`src/trj_pkg.sv`:
```
// shared types and constants for the trajectory nearest point search
// no dependencies; imported by trj_scan, trj_isqrt and the top level
package trj_pkg;

   localparam int COORD_W   = 24;
   localparam int ANG_W     = 16;
   localparam int ENTRY_W   = 2 * COORD_W + 2 * ANG_W;
   localparam int DIFF_W    = COORD_W + 1;
   localparam int SQ_W      = 2 * DIFF_W;
   localparam int ROOT_W    = 25;
   localparam int IDX_OUT_W = 10;
   localparam int REQ_DATA_W = 80;
   localparam int REQ_USER_W = 2;
   localparam int RSP_DATA_W = 120;

   localparam logic OP_LOAD      = 1'b0;
   localparam logic STATUS_OK    = 1'b0;
   localparam logic STATUS_EMPTY = 1'b1;

   typedef enum logic [3:0] {
      ST_IDLE = 4'b0001,
      ST_SCAN = 4'b0010,
      ST_ROOT = 4'b0100,
      ST_DONE = 4'b1000
   } state_type;

   // travels with each read through the distance pipeline
   typedef struct packed {
      logic valid;
      logic first;
      logic last;
   } tag_type;

endpackage

```
`src/trj_isqrt.sv`:
```
// bit-serial integer square root, one result bit per cycle
// depends on trj_pkg
module trj_isqrt (
   input  logic                         clock,
   input  logic                         reset,
   input  logic                         start,
   input  logic [trj_pkg::SQ_W-1:0]     radicand,
   output logic                         busy,
   output logic [trj_pkg::ROOT_W-1:0]   root
);
   import trj_pkg::*;

   localparam logic [SQ_W-1:0] TOP_BIT = SQ_W'(1) << (2 * (ROOT_W - 1));

   logic [SQ_W-1:0] rem_ff, rem_in;
   logic [SQ_W-1:0] root_ff, root_in;
   logic [SQ_W-1:0] bit_ff, bit_in;
   logic [SQ_W:0]   trial;

   assign trial = {1'b0, root_ff} + {1'b0, bit_ff};

   always_comb begin
      rem_in  = rem_ff;
      root_in = root_ff;
      bit_in  = bit_ff;
      if (start) begin
         rem_in  = radicand;
         root_in = '0;
         bit_in  = TOP_BIT;
      end else if (bit_ff != '0) begin
         if ({1'b0, rem_ff} >= trial) begin
            rem_in  = rem_ff - trial[SQ_W-1:0];
            root_in = (root_ff >> 1) + bit_ff;
         end else begin
            root_in = root_ff >> 1;
         end
         bit_in = bit_ff >> 2;
      end
   end

   always_ff @(posedge clock) begin
      if (reset) begin
         bit_ff <= '0;
      end else begin
         bit_ff <= bit_in;
      end
   end

   always_ff @(posedge clock) begin
      rem_ff  <= rem_in;
      root_ff <= root_in;
   end

   assign busy = (bit_ff != '0);
   assign root = root_ff[ROOT_W-1:0];

endmodule

```
`config.mk`:
```
export PLATFORM = sky130hd
export DESIGN_NAME = trj_isqrt
export DESIGN_NICKNAME = d
export VERILOG_FILES = /design/src/trj_pkg.sv /design/src/trj_isqrt.sv
export SDC_FILE = /design/constraint.sdc
export NUM_CORES = 1
export LEC_CHECK = 0
export BUFFER_PORTS_ARGS = -buffer_cell sky130_fd_sc_hd__buf_2
export CORE_ASPECT_RATIO = 0.5
export CORE_MARGIN = 10
export CORE_UTILIZATION = 35
export CTS_CLUSTER_DIAMETER = 80
export CTS_CLUSTER_SIZE = 20
export DETAILED_ROUTE_END_ITERATION = 8
export GPL_TIMING_DRIVEN = 0
export PLACE_DENSITY = 0.53
export SLEW_MARGIN = 25
export SYNTH_ARGS = -nofsm -noshare
export SYNTH_HDL_FRONTEND = slang
export SYNTH_SLANG_ARGS = --single-unit
```
`constraint.sdc`:
```
create_clock -name clock -period 12.6 [get_ports clock]
set_clock_uncertainty 0.15 [all_clocks]
set_input_delay 2.52 -clock clock [delete_from_list [all_inputs] [get_ports clock]]
set_output_delay 2.52 -clock clock [all_outputs]
set_load 0.005 [all_outputs]
```
==> summary.md <==
| Metric | Value |
|---|---|
| Initial antenna violation count | `1` |
| Tmin final | `just over 7 ns` |
| Crit-path slowest cell | `or4_1` |
| CTS tree | `built` |
| Seq pwr share | `25.8%` |
| Die width | `275 microns` |
| Worst Hold Class | `reg2reg` |
| Seq/Total Area, Yosys | `between 20% and 30%` |
| CP max FO | `31` |
| Worst path cell trace | `ha_1, a21oi_1, o21ai_1, o41a_1, a21oi_1, nor3_1, or2_2, a21oi_1, o21ai_0, nand2_1, xor2_1, ha_1, nand4_1, or4_1, nor4_1, nor4_1, o22a_2, nor2_2, buf_4, nand2_1, nand2_4, buf_12` |
| Synth top area cells | `dfxtp_1, edfxtp_1, ha_1, xnor2_1, nand2_1` |
| Lkg Pwr | `just over 5 nW` |
| Clock Latency Late Sink | `between 0.4 and 0.5 ns` |
| Core Util, Final | `about two fifths` |
| CTS Hold Bufs | `0` |
| Chip height | `approximately 150 microns` |
| Top_reg_cell synth | `dfxtp_1` |
| Max VDD drop | `0.0721 mV` |
| Synth Net Count | `1,577` |
| Final period util | `between 50% and 60%` |
| Area of the multi-input gates | `between 7000 and 8000 sq um` |
| H-tree lvl count | `4` |
| Nets | `roughly 1.7k` |
| PostCTS Resize Cnt | `0` |
| Via count | `between 10k and 15k` |
| Fin. Hold Viols | `0` |
| Critical Path Sink Type | `flip-flop` |
| Crit path required time | `12.58 ns` |
| Global route total overflow | `0` |
| Final ANT Viol Nets | `0` |
| Mean post-synth cell area | `around 8 sq um` |
| GP Congestion | `0.931` |
| Core ar. | `31,800 sq um` |
| Status | `complete, no violations` |
| TNS Setup | `0 ns` |
| Max-Cap Viols | `0` |
| Die ar. | `approximately 40,000 sq um` |
| Synth Register Bits | `about 130` |
| FF/Latch Area | `3000 sq um` |
| Psw | `1.01 mW` |
| Unrepaired setup endpoints after global routing | `no` |
| Clock power share | `21.0%` |
| Clk sinks | `~130` |
| Vias in the first global route | `approximately 11k` |
| Share of cells above drive strength 1 | `approximately an eighth` |
| Largest net degree at the start of global routing | `32` |
| IO Pins | `79` |
| Max Clk Rate | `approximately 140 MHz` |
| Post-Syn Instances | `between 1k and 1.5k` |
| Row count | `46` |
| Number of enable flip-flop cells after synthesis | `50` |
| Startpoint types | `flip-flop` |
| CTS max path bufs | `2` |
| Setup CP Type | `reg2reg` |
| Int Power | `between 1 and 1.5 mW` |
| Yosys warning total | `0` |
| Drt pass-1 iters | `5` |
| Total Wirelength | `roughly 39,000 microns` |
| Worst rel slew slack | `about a quarter` |
| PwrDens | `~180 nW/um^2` |
| Least-Margin Pin Slew | `between 1 and 1.5 ns` |
| Starting Density | `between 30% and 40%` |
| Net Sw Frac | `between 40 and 50%` |
| Yosys top cell by area | `dfxtp_1` |
| Vias/cell | `roughly 5.7` |
| Total Routing Usage GR | `about a fifth` |
| Placed cells | `about 1.9k` |
| Routed length per placed instance | `19.9 microns` |
| CP most frequent cell | `a21oi_1` |
| Top cells by count, synth | `nand2_1, nor2_1, ha_1, o21ai_0, a21oi_1` |
| Max Slew Vio Count | `0` |
| Postcts setup bufs | `0` |
| Clock Tree Root | `clkbuf_16` |
| Final HPWL DP | `30,700 microns` |
| # fillers | `3,298` |
| Combinational share of power | `a little over half` |
| Finished Layout Cells | `around 2.0k` |
| Cell with the most instances after synthesis | `nand2_1` |
| # DRC | `0` |
| Synth-to-Final Area Change | `13.3%` |
| 1st-iter DRT viols | `~800` |
| Asr flop ratio synth | `0%` |
| First-pass GRT wire length | `60,600 microns` |
| CP max stage delay | `between 0.6 and 0.7 ns` |
| Endpoints failing setup | `0` |
| Cell Area, Synth | `roughly 11,000 sq um` |
| CP Data Arrival Time | `between 7 and 8 ns` |
| Synth cell types | `79` |
| Synth top area share | `13.2%` |
| Port buffer count | `between 70 and 80` |
| Worst-path clk slew | `around 0.06 ns` |
| Cts bufs inserted | `17` |
-- routing by layer --
layer | track usage, % | share of wire, % | vias up | wire length, microns
met1 | 26.2 | 49 | 5353 | 19000
li1 | - | - | 5411 | -
met2 | 29.7 | 44 | 302 | 17000
met5 | 0 | 0 | - | 0
met3 | 3.76 | 5.7 | 50 | 2230
met4 | 5.30 | 1.9 | 0 | 722
-- final timing paths --
check	startpoint	endpoint	slack, ns	cells past startpoint
setup / recovery	root_ff[2]	rem_ff[5]	5.47	22
setup reg to reg	root_ff[2]	rem_ff[5]	5.47	22
hold reg to reg	bit_ff[14]	bit_ff[12]	0.36	1
hold / removal	bit_ff[14]	bit_ff[12]	0.36	1
-- layout make-up --
| cell class | count | area share (%) |
|---|---|---|
| plain buffers | 100 | 3.84 |
| clock inverters | 9 | 0.457 |
| repair buffers | 78 | 3.15 |
| clock buffers | 23 | 3.83 |
| well taps | 432 | 4.20 |
| multi-input cells | 1155 | 59.9 |
| flip-flops and latches | 125 | 23.4 |
| diodes | 1 | 0.0195 |
| inverters | 41 | 1.20 |
-- cell usage in the layout, fill, tap and decap left out, types with 13 or more instances in the layout --
| cell | instances |
|---|---|
| a211oi_1 | 32 |
| a21o_1 | 29 |
| a21oi_1 | 98 |
| a31oi_1 | 41 |
| and2_1 | 26 |
| and3_1 | 21 |
| buf_2 | 93 |
| buf_4 | 26 |
| clkbuf_1 | 57 |
| clkbuf_16 | 18 |
| dfxtp_1 | 75 |
| edfxtp_1 | 50 |
| ha_1 | 102 |
| inv_1 | 41 |
| nand2_1 | 140 |
| nand3_1 | 35 |
| nand4_1 | 31 |
| nor2_1 | 126 |
| nor3_1 | 32 |
| o21ai_0 | 102 |
| o21bai_1 | 20 |
| o31ai_1 | 13 |
| xnor2_1 | 71 |
| xor2_1 | 47 |
-- flip-flops by register name, summed over array words and instances, names as in the netlist --
signal and flops:
rem_ff 50, bit_ff 25, root_ff 50
-- per-stage QoR --
step                hold slack (ns)  instance area (sq um)  power [mW]  worst slack, ns
floorplan                     0.325                  11300        1.48             6.57
global placement              0.362                  12300        1.79             4.43
detailed placement            0.361                  12300        1.80             5.58
CTS                           0.362                  12900        2.29             5.56
global route                  0.393                  12900        2.46             5.06
finish                        0.363                  12900        2.29             5.47
-- logic make-up (layout without fill, tap and decap cells) --
family                   Yosys count  count (layout)  synth area share [%]
AND/OR/NAND/NOR                  480             480                  20.4
AO/OA/AOI/OAI                    440             440                  25.6
buffers and inverters            141             251                  5.70
flip-flops                       125             125                  26.5
XOR/XNOR                         118             118                  9.11
adder cells (fa/ha/maj)          103             103                  11.4
multiplexers                      14              14                  1.28
other                              0               1                     0
-- worst max-delay path: cells and delay by family, from the launching register on --
family,cells,cell delay (ns)
buffers and inverters,2,0.60
adders and majority gates,2,0.84
AOI/OAI and AO/OA,7,1.89
and+or+nand+nor,10,2.74
DFF,1,0.48
xor gates and xnor gates,1,0.08
-- power by group through the flow --
| stage | logic, mW | registers, mW | clock network, mW |
|---|---|---|---|
| 2_1_floorplan | 0.902 | 0.574 | 0 |
| 3_3_place_gp | 1.18 | 0.603 | 0 |
| 3_5_place_dp | 1.20 | 0.600 | 0 |
| 4_1_cts | 1.21 | 0.593 | 0.489 |
| 5_1_grt | 1.36 | 0.601 | 0.505 |
| 6_report | 1.22 | 0.591 | 0.481 |
Power figures use the tool's default switching activity.
