`src/trj_pkg.sv`:
```
// shared types and constants for the trajectory nearest point search
// no dependencies; imported by trj_scan, trj_isqrt and the top level
package trj_pkg;

   localparam int COORD_W   = 24;
   localparam int ANG_W     = 16;
   localparam int ENTRY_W   = 2 * COORD_W + 2 * ANG_W;
   localparam int DIFF_W    = COORD_W + 1;
   localparam int SQ_W      = 2 * DIFF_W;
   localparam int ROOT_W    = 25;
   localparam int IDX_OUT_W = 10;
   localparam int REQ_DATA_W = 80;
   localparam int REQ_USER_W = 2;
   localparam int RSP_DATA_W = 120;

   localparam logic OP_LOAD      = 1'b0;
   localparam logic STATUS_OK    = 1'b0;
   localparam logic STATUS_EMPTY = 1'b1;

   typedef enum logic [3:0] {
      ST_IDLE = 4'b0001,
      ST_SCAN = 4'b0010,
      ST_ROOT = 4'b0100,
      ST_DONE = 4'b1000
   } state_type;

   // travels with each read through the distance pipeline
   typedef struct packed {
      logic valid;
      logic first;
      logic last;
   } tag_type;

endpackage

```
`src/trj_scan.sv`:
```
// distance pipeline and running minimum over the stored path
// depends on trj_pkg; fed from the read port of trj_ram
module trj_scan #(
   parameter int AW = 10
) (
   input  logic                           clock,
   input  logic                           reset,
   input  trj_pkg::tag_type               issue_tag,
   input  logic [AW-1:0]                  issue_idx,
   input  logic [trj_pkg::ENTRY_W-1:0]    rd_data,
   input  logic signed [trj_pkg::COORD_W-1:0] qx,
   input  logic signed [trj_pkg::COORD_W-1:0] qy,
   output logic [AW-1:0]                  best_idx,
   output logic [trj_pkg::SQ_W-1:0]       end_dsq,
   output logic                           done
);
   import trj_pkg::*;

   // stage 1: aligned with ram read data
   tag_type tag1_ff;
   logic [AW-1:0] idx1_ff;
   // stage 2: coordinate differences
   tag_type tag2_ff;
   logic [AW-1:0] idx2_ff;
   logic signed [DIFF_W-1:0] dx2_ff, dy2_ff, dx2_in, dy2_in;
   // stage 3: squares
   tag_type tag3_ff;
   logic [AW-1:0] idx3_ff;
   logic [SQ_W-2:0] sqx3_ff, sqy3_ff;
   logic signed [SQ_W-1:0] sqx_full, sqy_full;
   // stage 4: squared distance
   tag_type tag4_ff;
   logic [AW-1:0] idx4_ff;
   logic [SQ_W-1:0] d4_ff;
   // running minimum
   logic [SQ_W-1:0] best_d_ff, best_d_in, end_d_ff, end_d_in;
   logic [AW-1:0] best_idx_ff, best_idx_in;
   logic done_ff, done_in;

   assign dx2_in = $signed({rd_data[COORD_W-1], rd_data[COORD_W-1:0]})
                 - $signed({qx[COORD_W-1], qx});
   assign dy2_in = $signed({rd_data[2*COORD_W-1], rd_data[2*COORD_W-1:COORD_W]})
                 - $signed({qy[COORD_W-1], qy});
   assign sqx_full = dx2_ff * dx2_ff;
   assign sqy_full = dy2_ff * dy2_ff;

   always_comb begin
      best_d_in   = best_d_ff;
      best_idx_in = best_idx_ff;
      end_d_in    = end_d_ff;
      done_in     = tag4_ff.valid & tag4_ff.last;
      if (tag4_ff.valid) begin
         // strict compare keeps the lowest index on a tie
         if (tag4_ff.first || (d4_ff < best_d_ff)) begin
            best_d_in   = d4_ff;
            best_idx_in = idx4_ff;
         end
         if (tag4_ff.last) begin
            end_d_in = d4_ff;
         end
      end
   end

   always_ff @(posedge clock) begin
      if (reset) begin
         tag1_ff <= '0;
         tag2_ff <= '0;
         tag3_ff <= '0;
         tag4_ff <= '0;
         done_ff <= 1'b0;
      end else begin
         tag1_ff <= issue_tag;
         tag2_ff <= tag1_ff;
         tag3_ff <= tag2_ff;
         tag4_ff <= tag3_ff;
         done_ff <= done_in;
      end
   end

   always_ff @(posedge clock) begin
      idx1_ff     <= issue_idx;
      idx2_ff     <= idx1_ff;
      dx2_ff      <= dx2_in;
      dy2_ff      <= dy2_in;
      idx3_ff     <= idx2_ff;
      sqx3_ff     <= sqx_full[SQ_W-2:0];
      sqy3_ff     <= sqy_full[SQ_W-2:0];
      idx4_ff     <= idx3_ff;
      d4_ff       <= {1'b0, sqx3_ff} + {1'b0, sqy3_ff};
      best_d_ff   <= best_d_in;
      best_idx_ff <= best_idx_in;
      end_d_ff    <= end_d_in;
   end

   assign best_idx = best_idx_ff;
   assign end_dsq  = end_d_ff;
   assign done     = done_ff;

endmodule

```
`config.mk`:
```
export PLATFORM = sky130hd
export DESIGN_NAME = trj_scan
export DESIGN_NICKNAME = d
export VERILOG_FILES = /design/src/trj_pkg.sv /design/src/trj_scan.sv
export SDC_FILE = /design/constraint.sdc
export NUM_CORES = 2
export LEC_CHECK = 0
export ABC_AREA = 1
export BUFFER_PORTS_ARGS = -buffer_cell sky130_fd_sc_hd__buf_2
export CAP_MARGIN = 40
export CORE_MARGIN = 1.5
export CORE_UTILIZATION = 35
export DETAILED_ROUTE_END_ITERATION = 6
export PLACE_DENSITY = 0.62
export SYNTH_ARGS = -nofsm -noshare
export SYNTH_HDL_FRONTEND = slang
export SYNTH_SLANG_ARGS = --single-unit
```
`constraint.sdc`:
```
create_clock -name clock -period 6.45 [get_ports clock]
set_input_delay 0.3225 -clock clock [delete_from_list [all_inputs] [get_ports clock]]
set_output_delay 0.3225 -clock clock [all_outputs]
set_load 0.03 [all_outputs]
```
==> flow_metrics.tcl <==
set metrics [dict create \
    placementRows 151 \
    synth_area_per_cell_um2 8.25 \
    netlist_top_cells_count "inv_1 (2,131), nand2_1 (1,645), fa_1 (1,200)" \
    crit_required_ns 6.95 \
    worstMarginPinSlew_ns 0.851 \
    ys_warn_count 0 \
    max_cap_viol_count 0 \
    synth_top_family_by_area "adder cells" \
    die_area_um2 173000 \
    status "finished clean" \
    slew_violations 0 \
    synth_top_cell_by_area "fa_1" \
    grt_pass1_vias 48100 \
    synth_cell_types 39 \
    cp_slowest_stage_delay_ns 0.60 \
    ant_nets 0 \
    fin_nets 9357 \
    min_path_type "in -> reg" \
    num_vias 44900 \
    path_class "reg -> reg" \
    synthAdderAreaFrac_pct 49.6 \
    cp_slowest_cell "fa_2" \
    dr.pass1.iters 6 \
    dp.cells 9725 \
    drc_errors 0 \
    path_common_cell "inv_1" \
    ys.flop_type "dfxtp_1" \
    drtIter0Drc 2692 \
    clock_latency_ns 0.63 \
    die_w_um 416 \
    grt_pass1_wl_mm 250 \
    pin_count 204 \
    syn2layout_area_growth_pct 12.6 \
    clock_sinks 359 \
    drive_above_1_share_pct 8.58 \
    synth-simple-area-share_pct 16.0 \
    tritoncts "built" \
    instances_no_fill 9828 \
    numPortBuffers 171 \
    die_height_um 416 \
    synth.area.mux_share_pct 0 \
    grt_max_degree 61 \
    cp-end-kind "flop" \
    hold_viol_final 0 \
    synthCells 7228 \
    path_buf_inv 9 \
    totalWireLength_mm 151 \
    gp_congestion 0.952 \
    htreeDepth 2 \
    cts.path.max_buffers 3 \
    synth_top_area_share_pct 40.3 \
    cts_made_buffers 44 \
    synth-edff-count 110 \
    cp_data_arrival_time_ns 6.76 \
    viasPerCell 4.56 \
    syn_area_um2 59600 \
    hold_start "reset" \
    floorplan.initialDensity_pct 35.2 \
    syn_nets 9012 \
    ys_seq_area_share_pct 13.9 \
    synth_compound_area_share_pct 3.92 \
    synth.most_common_cell "inv_1" \
    finalSetupViolCount 0 \
    clk_pin_slew_ns 0.06 \
    hpwl_mm 133 \
    track_usage_pct 17.9 \
    worstPathMaxFanout 19 \
    finClkSkew_ns 0.0366 \
    synthTopCellsByArea "fa_1 (40%), inv_1 (13%), nand2_1 (10%)" \
    r2r_start "dy2_ff[24]$_DFF_P_" \
    cp-startpoint "dy2_ff[24]$_DFF_P_" \
    coreArea_um2 169000 \
    period_share_pct 97.0 \
    ys_async_sr_fraction_pct 0 \
    startpoint_type "flop" \
    wl_per_cell_um 15.4 \
    synth-seq-cells 359 \
    overflow 0 \
    crit_family "adder cells" \
    slew_headroom_pct 43.3 \
    antenna_found_initial 1 \
    clock-root-buffer "clkbuf_16" \
    finalCriticalPeriod_ns 6.25 \
    max_freq_mhz 160 \
    synth-xor-area-share_pct 2.16 \
]
## area by class of cell
cell class | instances | area (µm²)
multi-input combinational | 4583 | 42900
timing repair buffer | 452 | 3540
clock inverter | 27 | 304
sequential | 359 | 8320
fill | 17100 | 102000
antenna | 1 | 2.50
tap | 2218 | 2780
clock buffer | 55 | 1240
inverter | 2133 | 8010
## cells by family after synthesis
logic type,Yosys count
AND/OR/NAND/NOR,2362
adder cells (fa/ha/maj),1641
buffers and inverters,2286
flip-flops,359
XOR/XNOR,147
AO/OA/AOI/OAI,433
## stage by stage
stage / util, % / area [µm²] / setup WS, ns / TNS [ns] / hold WS [ns]
after global routing: 39.7 / 67100 / -0.0239 / -0.0253 / 0.0419
after CTS: 39.5 / 66800 / 0.0545 / 0 / 0.00406
after floorplan: - / 59600 / 0.0334 / 0 / 0.310
final: 39.7 / 67100 / 0.196 / 0 / 0.0329
after global placement: 38.4 / 65100 / -0.0142 / -0.0142 / 0.310
after detailed placement: 38.5 / 65100 / -0.0221 / -0.0221 / 0.312
## registers in the layout, indices dropped and copies added (netlist names)
name,count
best_d_ff,50
d4_ff,50
end_dsq,50
sqx3_ff,48
sqy3_ff,48
dx2_ff,25
dy2_ff,25
best_idx,10
idx1_ff,10
idx2_ff,10
idx3_ff,10
idx4_ff,10
tag1_ff,3
tag2_ff,3
tag3_ff,3
tag4_ff,3
done,1
## final timing paths
check / end / slack (ns) / depth (start not counted)
max: sqy3_ff[44]$_DFF_P_ / 0.20 / 26
max reg2reg: sqy3_ff[44]$_DFF_P_ / 0.20 / 26
min: tag4_ff[0]$_SDFF_PP0_ / 0.03 / 2
min reg2reg: idx3_ff[8]$_DFF_P_ / 0.32 / 0
## placed cells by master, fill, tap and decap left out, drive strengths merged, types with 2 or more instances in the layout
cell         synthesis  routed
a211oi               6       6
a21boi               3       3
a21o                12      12
a21oi              247     247
a31oi                3       3
and2                 9       9
buf                  3     433
bufinv               0       4
clkbuf             150      57
clkinv               0       9
clkinvlp             0       3
dfxtp              249     249
dlygate4sd3          0      17
edfxtp             110     110
fa                1200    1200
ha                 441     441
inv               2133    2144
nand2             1671    1671
nand3              190     190
nand3b               2       2
nand4               72      72
nor2               365     365
nor3                35      35
nor4                 6       6
o21a                 4       4
o21ai              124     124
o21bai              31      31
or2                 11      11
xnor2               34      34
xor2               113     113
## metal layers
metal  track usage, %  share of wire [%]  vias to the layer above  routed length, µm
li1                 -                  -                    21700                  -
met1             24.4                 45                    22000              68000
met2             30.3                 47                     1023              71500
met3             1.84                4.8                      184               7310
met4             5.10                2.8                        0               4220
met5                0                  0                        -                  0
## timing repair
| action | CTS | global route |
|---|---|---|
| endpoints found under the setup margin | 3 | 59 |
| cloned | 0 | 2 |
| setup buffers | 0 | 1 |
| resized for setup | 2 | 100 |
| hold buffers | 17 | 0 |
| pin swaps | 0 | 3 |
| endpoints found under the hold margin | 16 | 0 |
Power is not shown: default switching activity piles up to over one toggle a cycle in this logic, so the estimate is an artifact.
